## config.mk

```make
export PLATFORM = sky130hd
export DESIGN_NAME = tcphft_ram
export DESIGN_NICKNAME = d
export VERILOG_FILES = /design/src/sv/tcphft_ram.sv
export SDC_FILE = /design/constraint.sdc
export NUM_CORES = 1
export LEC_CHECK = 0
export BUFFER_PORTS_ARGS = -buffer_cell sky130_fd_sc_hd__buf_2
export CORE_UTILIZATION = 50
export DETAILED_ROUTE_END_ITERATION = 10
export PLACE_DENSITY_LB_ADDON = 0.25
export SLEW_MARGIN = 30
export SYNTH_ARGS = -nofsm -noshare
export SYNTH_HDL_FRONTEND = slang
export SYNTH_SLANG_ARGS = --single-unit
```

## constraint.sdc

```tcl
create_clock -name i_clk -period 4.98 [get_ports i_clk]
set_input_delay 0.249 -clock i_clk [delete_from_list [all_inputs] [get_ports i_clk]]
set_output_delay 0.249 -clock i_clk [all_outputs]
set_load 0.02 [all_outputs]
```

## src/sv/tcphft_ram.sv

```systemverilog
// Generic single-write, single-read RAM with registered read data.
module tcphft_ram #(
    parameter int WIDTH = 8,
    parameter int DEPTH = 16
) (
    input  logic                                       i_clk,
    input  logic                                       i_we,
    input  logic [((DEPTH > 1) ? $clog2(DEPTH) : 1)-1:0] i_waddr,
    input  logic [WIDTH-1:0]                           i_wdata,
    input  logic [((DEPTH > 1) ? $clog2(DEPTH) : 1)-1:0] i_raddr,
    output logic [WIDTH-1:0]                           o_rdata
);

    logic [WIDTH-1:0] r_mem [DEPTH];
    logic [WIDTH-1:0] r_rdata;

    always_ff @(posedge i_clk) begin
        if (i_we) begin
            r_mem[i_waddr] <= i_wdata;
        end
        r_rdata <= r_mem[i_raddr];
    end

    assign o_rdata = r_rdata;

endmodule

```

==> results of run 1 <==
[stage by stage]
| step | hold slack (ns) | total power [mW] |
|---|---|---|
| floorplan | 0.3479 | 1.383 |
| global placement | 0.6406 | 1.428 |
| detailed placement | 0.6493 | 1.432 |
| CTS | 0.1028 | 2.690 |
| global route | 0.1040 | 2.754 |
| finish | 0.1194 | 2.675 |
[cell families (layout without fill, tap and decap cells)]
| kind of cell | after synthesis | after routing | share of synthesized area |
|---|---|---|---|
| multiplexers | 32 | 32 | 0.1502 |
| buffers and inverters | 10 | 61 | 0.01677 |
| AND/OR/NAND/NOR | 35 | 35 | 0.03184 |
| AO/OA/AOI/OAI | 16 | 16 | 0.02334 |
| flip-flops | 136 | 136 | 0.7778 |
[worst max-delay path by stage]
stage	to	start	slack, ns
2_1_floorplan	r_mem[0][0]	i_waddr[2]	3.24
3_3_place_gp	r_mem[0][4]	i_waddr[2]	2.87
3_5_place_dp	o_rdata[5]	i_raddr[0]	2.94
4_1_cts	r_mem[3][6]	i_waddr[2]	3.48
5_1_grt	o_rdata[5]	i_raddr[0]	3.39
6_report	o_rdata[5]	i_raddr[0]	3.46
[worst register-to-register path: cells and delay by family (launching register included)]
kind	cells	cell delay (ns)
AND/OR/NAND/NOR	1	0.10
AO/OA/AOI/OAI	1	0.34
flip-flops	1	0.37
multiplexers	1	0.49
[registers in the layout, summed over array words and instances (netlist names)]
signal / cells
o_rdata: 8
r_mem: 128
[cells in the mapped netlist]
cell and n:
a22oi_1 16, and2_1 1, and2b_1 1, buf_2 3, buf_4 1, buf_6 3
clkdlybuf4s25_2 3, dfxtp_1 8, edfxtp_1 128, mux4_1 14, mux4_2 18, nand2_1 9
nand2b_1 2, nand3_1 1, nand3b_1 2, nor2_1 13, nor2b_1 1, nor3_1 4
or3b_2 1
[final cells by class]
cell class / count / area [µm²]
Multi-Input combinational cell: 83 / 1065
Sequential cell: 136 / 4004
Fill cell: 678 / 3875
Clock inverter: 13 / 177.7
Tap cell: 133 / 166.4
Clock buffer: 19 / 421.7
Timing Repair Buffer: 29 / 155.1
[metal layers]
layer | up-vias | global-route usage
li1 | 1053 | -
met1 | 1241 | 0.2953
met2 | 122 | 0.3138
met3 | 13 | 0.06048
met4 | 0 | 0.08126
met5 | - | 0
[power breakdown]
group	internal (mW)	total, mW	switching [mW]
registers	1.28	1.29	0.00630
logic	0.0465	0.121	0.0744
clock network	0.810	1.27	0.457
total	2.14	2.67	0.538
==> results.toml, run 1 <==
[run_status]
status = "finished, final reports clean"

[sta]
timing.final.ws_setup_ns = 3.464
finalCritPeriodShare = 0.3045
slew_headroom = 0.3163
fin_crit_ns = 1.516
fmax_mhz = 659.5
rsz0062_at_grt = "false"
final.setup_skew_ns = 0.008377
tightest_slew_ns = 1.022
setup_viol = 0
hold_violations = 0
tns_ns = 0
drv_slew = 0

[route]
vias_per_cell = 5.881
drtIter0Drc = 175
remaining_drc_errors = 0
firstDrtPassIters = 5
routed_wl_um = 9946
wl_met2_um = 4701
met1Wirelength_um = 4241
wl_per_cell_um = 24.08
antenna_left = 0
highest_layer = "met4"
met3_length_um = 841
vias = 2429

[grt]
grt_max_degree = 33
grt_use_total = 0.2099
grt_overflow = 0
antenna_found_initial = 0
grt_pass1_vias = 2450
grt_pass1_wl_um = 14570

[clock_network]
cts_resized = 0
htree_levels = 4
cts_sinks = 136
clock_tree.buffer_depth = 2
cts_buffers = 17
root_buffer = "clkbuf_8"
cts.reportedPaths.clkPinSlew_ns = 0.06
post_cts.repair.setup_buffers = 0
clkLatencyLatePin_ns = 0.52
holdBufCountCts = 0
cts_tree = "built"

[setup_path]
critical_path.cell_chain = "buf_2, buf_4, mux4_1, a22oi_1, nand2_1"
start_kind = "primary input"
path_delay_family = "multiplexers"
slowest_stage = "mux4_1"
critPathKind = "in2reg"
critPathRequiredTime_ns = 5.37
cp.arrival_ns = 1.91
timing.rr.start = "r_mem[0][5]"
worst-r2r-cell-count = 3
rrSetupSlack_ns = 3.55
critical_path_cell_count = 5
endpoint_kind = "register"
cpPeakStageDelay_ns = 0.63
worst-path-max-fanout = 32
r2r_end = "o_rdata[5]"
crit_buf_inv = 2

[yosys]
synth_nets = 247
synth_area_um2 = 5147
synthDominantCellAreaShare = 0.7467
yosysTopAreaCell = "edfxtp_1"
seq_area_frac_synth = 0.7778
synthCells = 229
ys_ff_latch = 136
synthTopCellsByArea = "edfxtp_1 75%, mux4_2 7.9%, mux4_1 7.1%"
synth.avg_cell_area_um2 = 22.48
ys_warn_count = 0
synth_cell_types = 19

[placed_design]
portBuffers = 25
dpl-instance-area_um2 = 5388
place_ws_ns = 2.944
finalWeightedCongestion = 0.7203
dp_hpwl_um = 5727
dpl.cell_count = 381

[floorplan]
coreArea_um2 = 9864
die_w_um = 103.5
initial_utilization = 0.5218
ios = 26
die_area_um2 = 10710
num_rows = 36
dieHeight_um = 103.5

[finish]
final_area_um2 = 5989
areaGrowthSynthToFinish_pct = 16.36
fin_nets = 285
final_cell_mix = "128 x edfxtp_1, 25 x buf_2, 18 x mux4_2"
mostFrequentLayoutCell = "edfxtp_1"
fin_cells = 413
drive_gt1_frac = 0.2821
n_antenna_cell = 0
fin_util = 0.6072

[pwr]
power_density_nw_per_um2 = 446.6
peakVddDrop_mv = 0.3187
p_leak_nw = 2.009

[hold_path]
whs_path_depth = 1
hold_class = "in2reg"
min_from = "i_wdata[3]"
min_to = "r_mem[0][3]"

[run]
drv_cap = 0
No activity file was read; power rests on OpenSTA's default activity.
==> inputs of run 2 (changes only) <==
==> constraint.sdc (replaced) <==
create_clock -name i_clk -period 1.3 [get_ports i_clk]
set_input_delay 0.065 -clock i_clk [delete_from_list [all_inputs] [get_ports i_clk]]
set_output_delay 0.065 -clock i_clk [all_outputs]
set_load 0.02 [all_outputs]
==> run 2 against run 1 <==
Count of clock-buffer cells in the layout grew 1. Clock skew shrank 0.00067 ns. Total power grew to 3.9 times the previous value. Utilization grew 4.1 points. Cell count grew 9.0%. Sequential share of layout area shrank 4.2 points. Wire length shrank 3.2%. Flip-flop and latch count is the same.
==> results.toml, run 2 (synthesis results as in run 1) <==
[run_status]
status = "finished, final reports clean"

[clock_network]
htree_levels = 4
cts_tree = "built"
clock_tree.buffer_depth = 2
post_cts.repair.setup_buffers = 0
cts_buffers = 17
root_buffer = "clkbuf_8"
cts.reportedPaths.clkPinSlew_ns = 0.06
clkLatencyLatePin_ns = 0.52
cts_sinks = 136

[grt]
antenna_found_initial = 0
grt_max_degree = 23
grt_pass1_vias = 2543
grt_overflow = 0
grt_use_total = 0.2032
grt_pass1_wl_um = 14600

[finish]
fin_nets = 322
final_cell_mix = "128 x edfxtp_1, 28 x buf_4, 26 x mux4_2"
fin_cells = 450
regArea_um2 = 4004
drive_gt1_frac = 0.4038
fin_util = 0.6484
top_register = "r_mem"
final_area_um2 = 6396
n_antenna_cell = 0
mostFrequentLayoutCell = "edfxtp_1"
multi_input_comb_area_um2 = 1082
areaGrowthSynthToFinish_pct = 24.26
num-fill-cells = 647
largest_reg_flops = 128

[setup_path]
worst-path-max-fanout = 1
critPathRequiredTime_ns = 1.70
cp.arrival_ns = 1.67
r2r_end = "o_rdata[1]"
endpoint_kind = "register"
rrSetupSlack_ns = 0.03
timing.rr.start = "r_mem[6][1]"
start_kind = "register"
worst-r2r-cell-count = 3
critPathKind = "reg2reg"

[route]
wl_per_cell_um = 21.38
remaining_drc_errors = 0
vias_per_cell = 5.647
firstDrtPassIters = 4
routed_wl_um = 9623
vias = 2541
drtIter0Drc = 125
antenna_left = 0

[floorplan]
dieHeight_um = 103.5
num_rows = 36
coreArea_um2 = 9864
initial_utilization = 0.5218
die_w_um = 103.5
ios = 26
die_area_um2 = 10710

[pwr]
p_leak_nw = 2.200
peakVddDrop_mv = 0.8783
total_power_mw = 10.48
power_density_nw_per_um2 = 1638

[placed_design]
portBuffers = 25
finalWeightedCongestion = 0.7816
dpl.cell_count = 410
place_ws_ns = -0.1688
dpl-instance-area_um2 = 5668
dp_hpwl_um = 6078

[hold_path]
whs_path_depth = 3
min_from = "i_waddr[0]"
min_to = "r_mem[0][1]"
hold_class = "in2reg"

[sta]
slew_headroom = 0.4045
final.setup_skew_ns = 0.007710
finalCritPeriodShare = 0.9772
hold_violations = 0
drv_slew = 0
setup_viol = 0
fmax_mhz = 787.1
tightest_slew_ns = 0.8914
fin_crit_ns = 1.270
timing.final.ws_setup_ns = 0.02958

[run]
drv_cap = 0
run 2: worst max-delay path: stages, from the launching register on:
cell	delay (ns)
edfxtp_1	0.39
mux4_1	0.53
a22oi_2	0.17
nand2_1	0.07
run 2: metrics by stage:
step	setup TNS, ns	hold WS, ns
after floorplan	-0.8630	0.1639
after global placement	-1.061	0.4513
after detailed placement	-1.396	0.4667
after CTS	0	0.04748
after global routing	-0.01198	0.06363
final	0	0.08082
run 2: per-layer routing:
layer	wire length [µm]	track usage
met1	4313	0.2764
met2	4745	0.3133
met3	421	0.05444
met4	142	0.08776
met5	0	0
run 2: how the worst max path moves through the flow:
| stage | from | endpoint | cells past startpoint |
|---|---|---|---|
| 3_3_place_gp | i_raddr[0] | o_rdata[2] | 5 |
| 2_1_floorplan | i_waddr[2] | r_mem[3][0] | 2 |
| 6_report | r_mem[6][1] | o_rdata[1] | 3 |
| 4_1_cts | r_mem[0][5] | o_rdata[5] | 3 |
| 3_5_place_dp | i_raddr[0] | o_rdata[2] | 5 |
| 5_1_grt | r_mem[3][5] | o_rdata[5] | 3 |
run 2: cell type report:
type,instances,share of cell area
Sequential cell,136,0.6260
Multi-Input combinational cell,83,0.1692
Timing Repair Buffer,66,0.08059
Clock buffer,20,0.07121
Clock inverter,12,0.02700
Tap cell,133,0.02602
run 2: report_power, final:
group	total [mW]	switching [mW]	internal, mW
clock	4.98	1.73	3.26
sequential	4.93	0.0271	4.90
combinational	0.563	0.306	0.257
total	10.5	2.06	8.42
run 2: timing repair:
item,4_1_cts,5_1_grt
pin swaps,2,6
endpoints found under the setup margin,5,7
hold buffers,8,0
hold endpoints to repair,128,0
resized for setup,7,11
==> inputs of run 3 (changes only) <==
--- a/config.mk
+++ b/config.mk
@@ -5,6 +5,7 @@
 export SDC_FILE = /design/constraint.sdc
 export NUM_CORES = 1
 export LEC_CHECK = 0
+export ABC_AREA = 1
 export BUFFER_PORTS_ARGS = -buffer_cell sky130_fd_sc_hd__buf_2
 export CORE_UTILIZATION = 50
 export DETAILED_ROUTE_END_ITERATION = 10
==> constraint.sdc (replaced) <==
create_clock -name i_clk -period 1.3 [get_ports i_clk]
set_input_delay 0.39 -clock i_clk [delete_from_list [all_inputs] [get_ports i_clk]]
set_output_delay 0.39 -clock i_clk [all_outputs]
set_load 0.02 [all_outputs]
==> run 3 against run 2 <==
Clock power decreased by 5.8%. Non-clock buffer count decreased by 12. Die area increased by 12%. Critical endpoint is now o_rdata[3].
==> results.toml, run 3 <==
[finish]
top_register = "r_mem"
n_antenna_cell = 0
final_cell_mix = "173 x nand2_1, 128 x edfxtp_1, 100 x inv_1"
regArea_um2 = 4008
multi_input_comb_area_um2 = 1219
largest_reg_flops = 128
num-fill-cells = 885
drive_gt1_frac = 0.1438
mostFrequentLayoutCell = "nand2_1"
fin_nets = 618
final_area_um2 = 6815
areaGrowthSynthToFinish_pct = 18.18

[yosys]
synthDominantCellAreaShare = 0.6665
synth.avg_cell_area_um2 = 10.47
synthTopCellsByCount = "173 x nand2_1, 128 x edfxtp_1, 100 x inv_1"
synth_top_family_by_area = "simple AND/OR/NAND/NOR gates"
synth_edf_count = 128
synthMuxAreaShare = 0
seq_area_frac_synth = 0.6943
synth-compound-area-share = 0
yosys.area_share.simple = 0.2105
ys.flop_type = "edfxtp_1"
synth_area_um2 = 5767
synth_xor_area_frac = 0
yosysMostFrequentCell = "nand2_1"
synthCells = 551
yosys.area_share.adder = 0
async_reset_ff_frac = 0
synthTopCellsByArea = "edfxtp_1 67%, nand2_1 11%, nand3_1 8.4%"
ys_ff_latch = 136
synth_nets = 569
ys_warn_count = 0
yosysTopAreaCell = "edfxtp_1"
synth_cell_types = 12

[run_status]
status = "finished, final reports clean"

[clock_network]
cts_tree = "built"
post_cts.repair.setup_buffers = 0
root_buffer = "clkbuf_16"
cts.reportedPaths.clkPinSlew_ns = 0.06
htree_levels = 4
clkLatencyLatePin_ns = 0.42
holdBufCountCts = 0
cts_buffers = 17
clock_tree.buffer_depth = 2
cts_sinks = 136

[setup_path]
slowest_stage = "dfxtp_2"
endpoint_kind = "output pin"
crit_buf_inv = 1
start_kind = "register"
worst-path-max-fanout = 1
cp.arrival_ns = 0.90
path_delay_family = "flip-flops"
critPathRequiredTime_ns = 0.91
critical_path.cell_chain = "buf_4"
cpPeakStageDelay_ns = 0.34
critPathKind = "reg2out"

[floorplan]
dieHeight_um = 109.4
coreArea_um2 = 11030
ios = 26
die_area_um2 = 11970
num_rows = 38
initial_utilization = 0.5228
die_w_um = 109.4

[sta]
drv_slew = 0
hold_violations = 0
tightest_slew_ns = 0.4094
final.setup_skew_ns = 0.005295
fin_hold_ws_ns = 0.4020
fin_crit_ns = 1.286
fmax_mhz = 777.9
rsz0062_at_grt = "false"
setup_viol = 0
finalCritPeriodShare = 0.9889
slew_headroom = 0.7271

[grt]
grt_max_degree = 43
grt_pass1_wl_um = 20290
grt_pass1_vias = 3742
antenna_found_initial = 0
grt_use_total = 0.2423
grt_overflow = 0

[route]
firstDrtPassIters = 5
wl_per_cell_um = 16.94
vias_per_cell = 5.120
vias = 3850
drtIter0Drc = 326
remaining_drc_errors = 0
antenna_left = 0
routed_wl_um = 12740

[run]
drv_cap = 0

[pwr]
p_leak_nw = 2.985
peakVddDrop_mv = 0.8943
power_density_nw_per_um2 = 1512

[hold_path]
hold_class = "in2reg"

[placed_design]
dpl-instance-area_um2 = 6223
dp_hpwl_um = 8014
finalWeightedCongestion = 0.8032
portBuffers = 25
-- run 3: power breakdown --
group	switching (mW)	internal [mW]
combinational	0.461	0.221
sequential	0.0299	4.91
clock	1.67	3.02
-- run 3: final timing paths --
| check | startpoint | endpoint | slack (ns) | cells after the start |
|---|---|---|---|---|
| min | i_wdata[4] | r_mem[1][4] | 0.40 | 1 |
| min reg2reg | r_mem[12][2] | o_rdata[2] | 0.67 | 6 |
| max reg2reg | r_mem[0][5] | o_rdata[5] | 0.25 | 6 |
| max | o_rdata[3] | o_rdata[3] | 0.01 | 1 |
-- run 3: cell families after synthesis --
| logic type | after synthesis |
|---|---|
| flip-flops | 136 |
| AND/OR/NAND/NOR | 289 |
| buffers and inverters | 126 |
-- run 3: cell type report --
class	count	share of cell area
tap	140	0.02570
clock buffer	20	0.06554
timing repair buffer	54	0.06664
clock inverter	11	0.01909
sequential	136	0.5880
multi-input combinational	289	0.1788
inverter	102	0.05618
-- run 3: per-layer routing --
layer | share of wire | wire [µm] | vias up | global-route usage
met4 | 0.021 | 270 | 0 | 0.1029
met2 | 0.49 | 6232 | 136 | 0.3827
li1 | - | - | 1871 | -
met5 | 0 | 0 | - | 0
met1 | 0.42 | 5379 | 1821 | 0.3316
met3 | 0.067 | 860 | 22 | 0.04386
-- run 3: per-stage QoR --
stage / setup TNS [ns] / util / setup slack (ns) / instances / power, mW
finish: 0 / 0.6179 / 0.01442 / 752 / 10.31
global route: 0 / 0.6179 / 0.0005325 / 752 / 10.60
CTS: 0 / 0.6174 / 0.001157 / 752 / 10.34
detailed placement: -7.907 / 0.5642 / -0.1740 / 721 / 5.696
global placement: -5.094 / 0.5642 / -0.1066 / 721 / 5.679
floorplan: -3.278 / - / -0.04084 / 551 / 5.399
-- run 3: timing repair --
item / CTS / global route
cloned: 0 / 0
pin swaps: 0 / 0
endpoints found under the setup margin: 3 / 1
resized for setup: 5 / 2
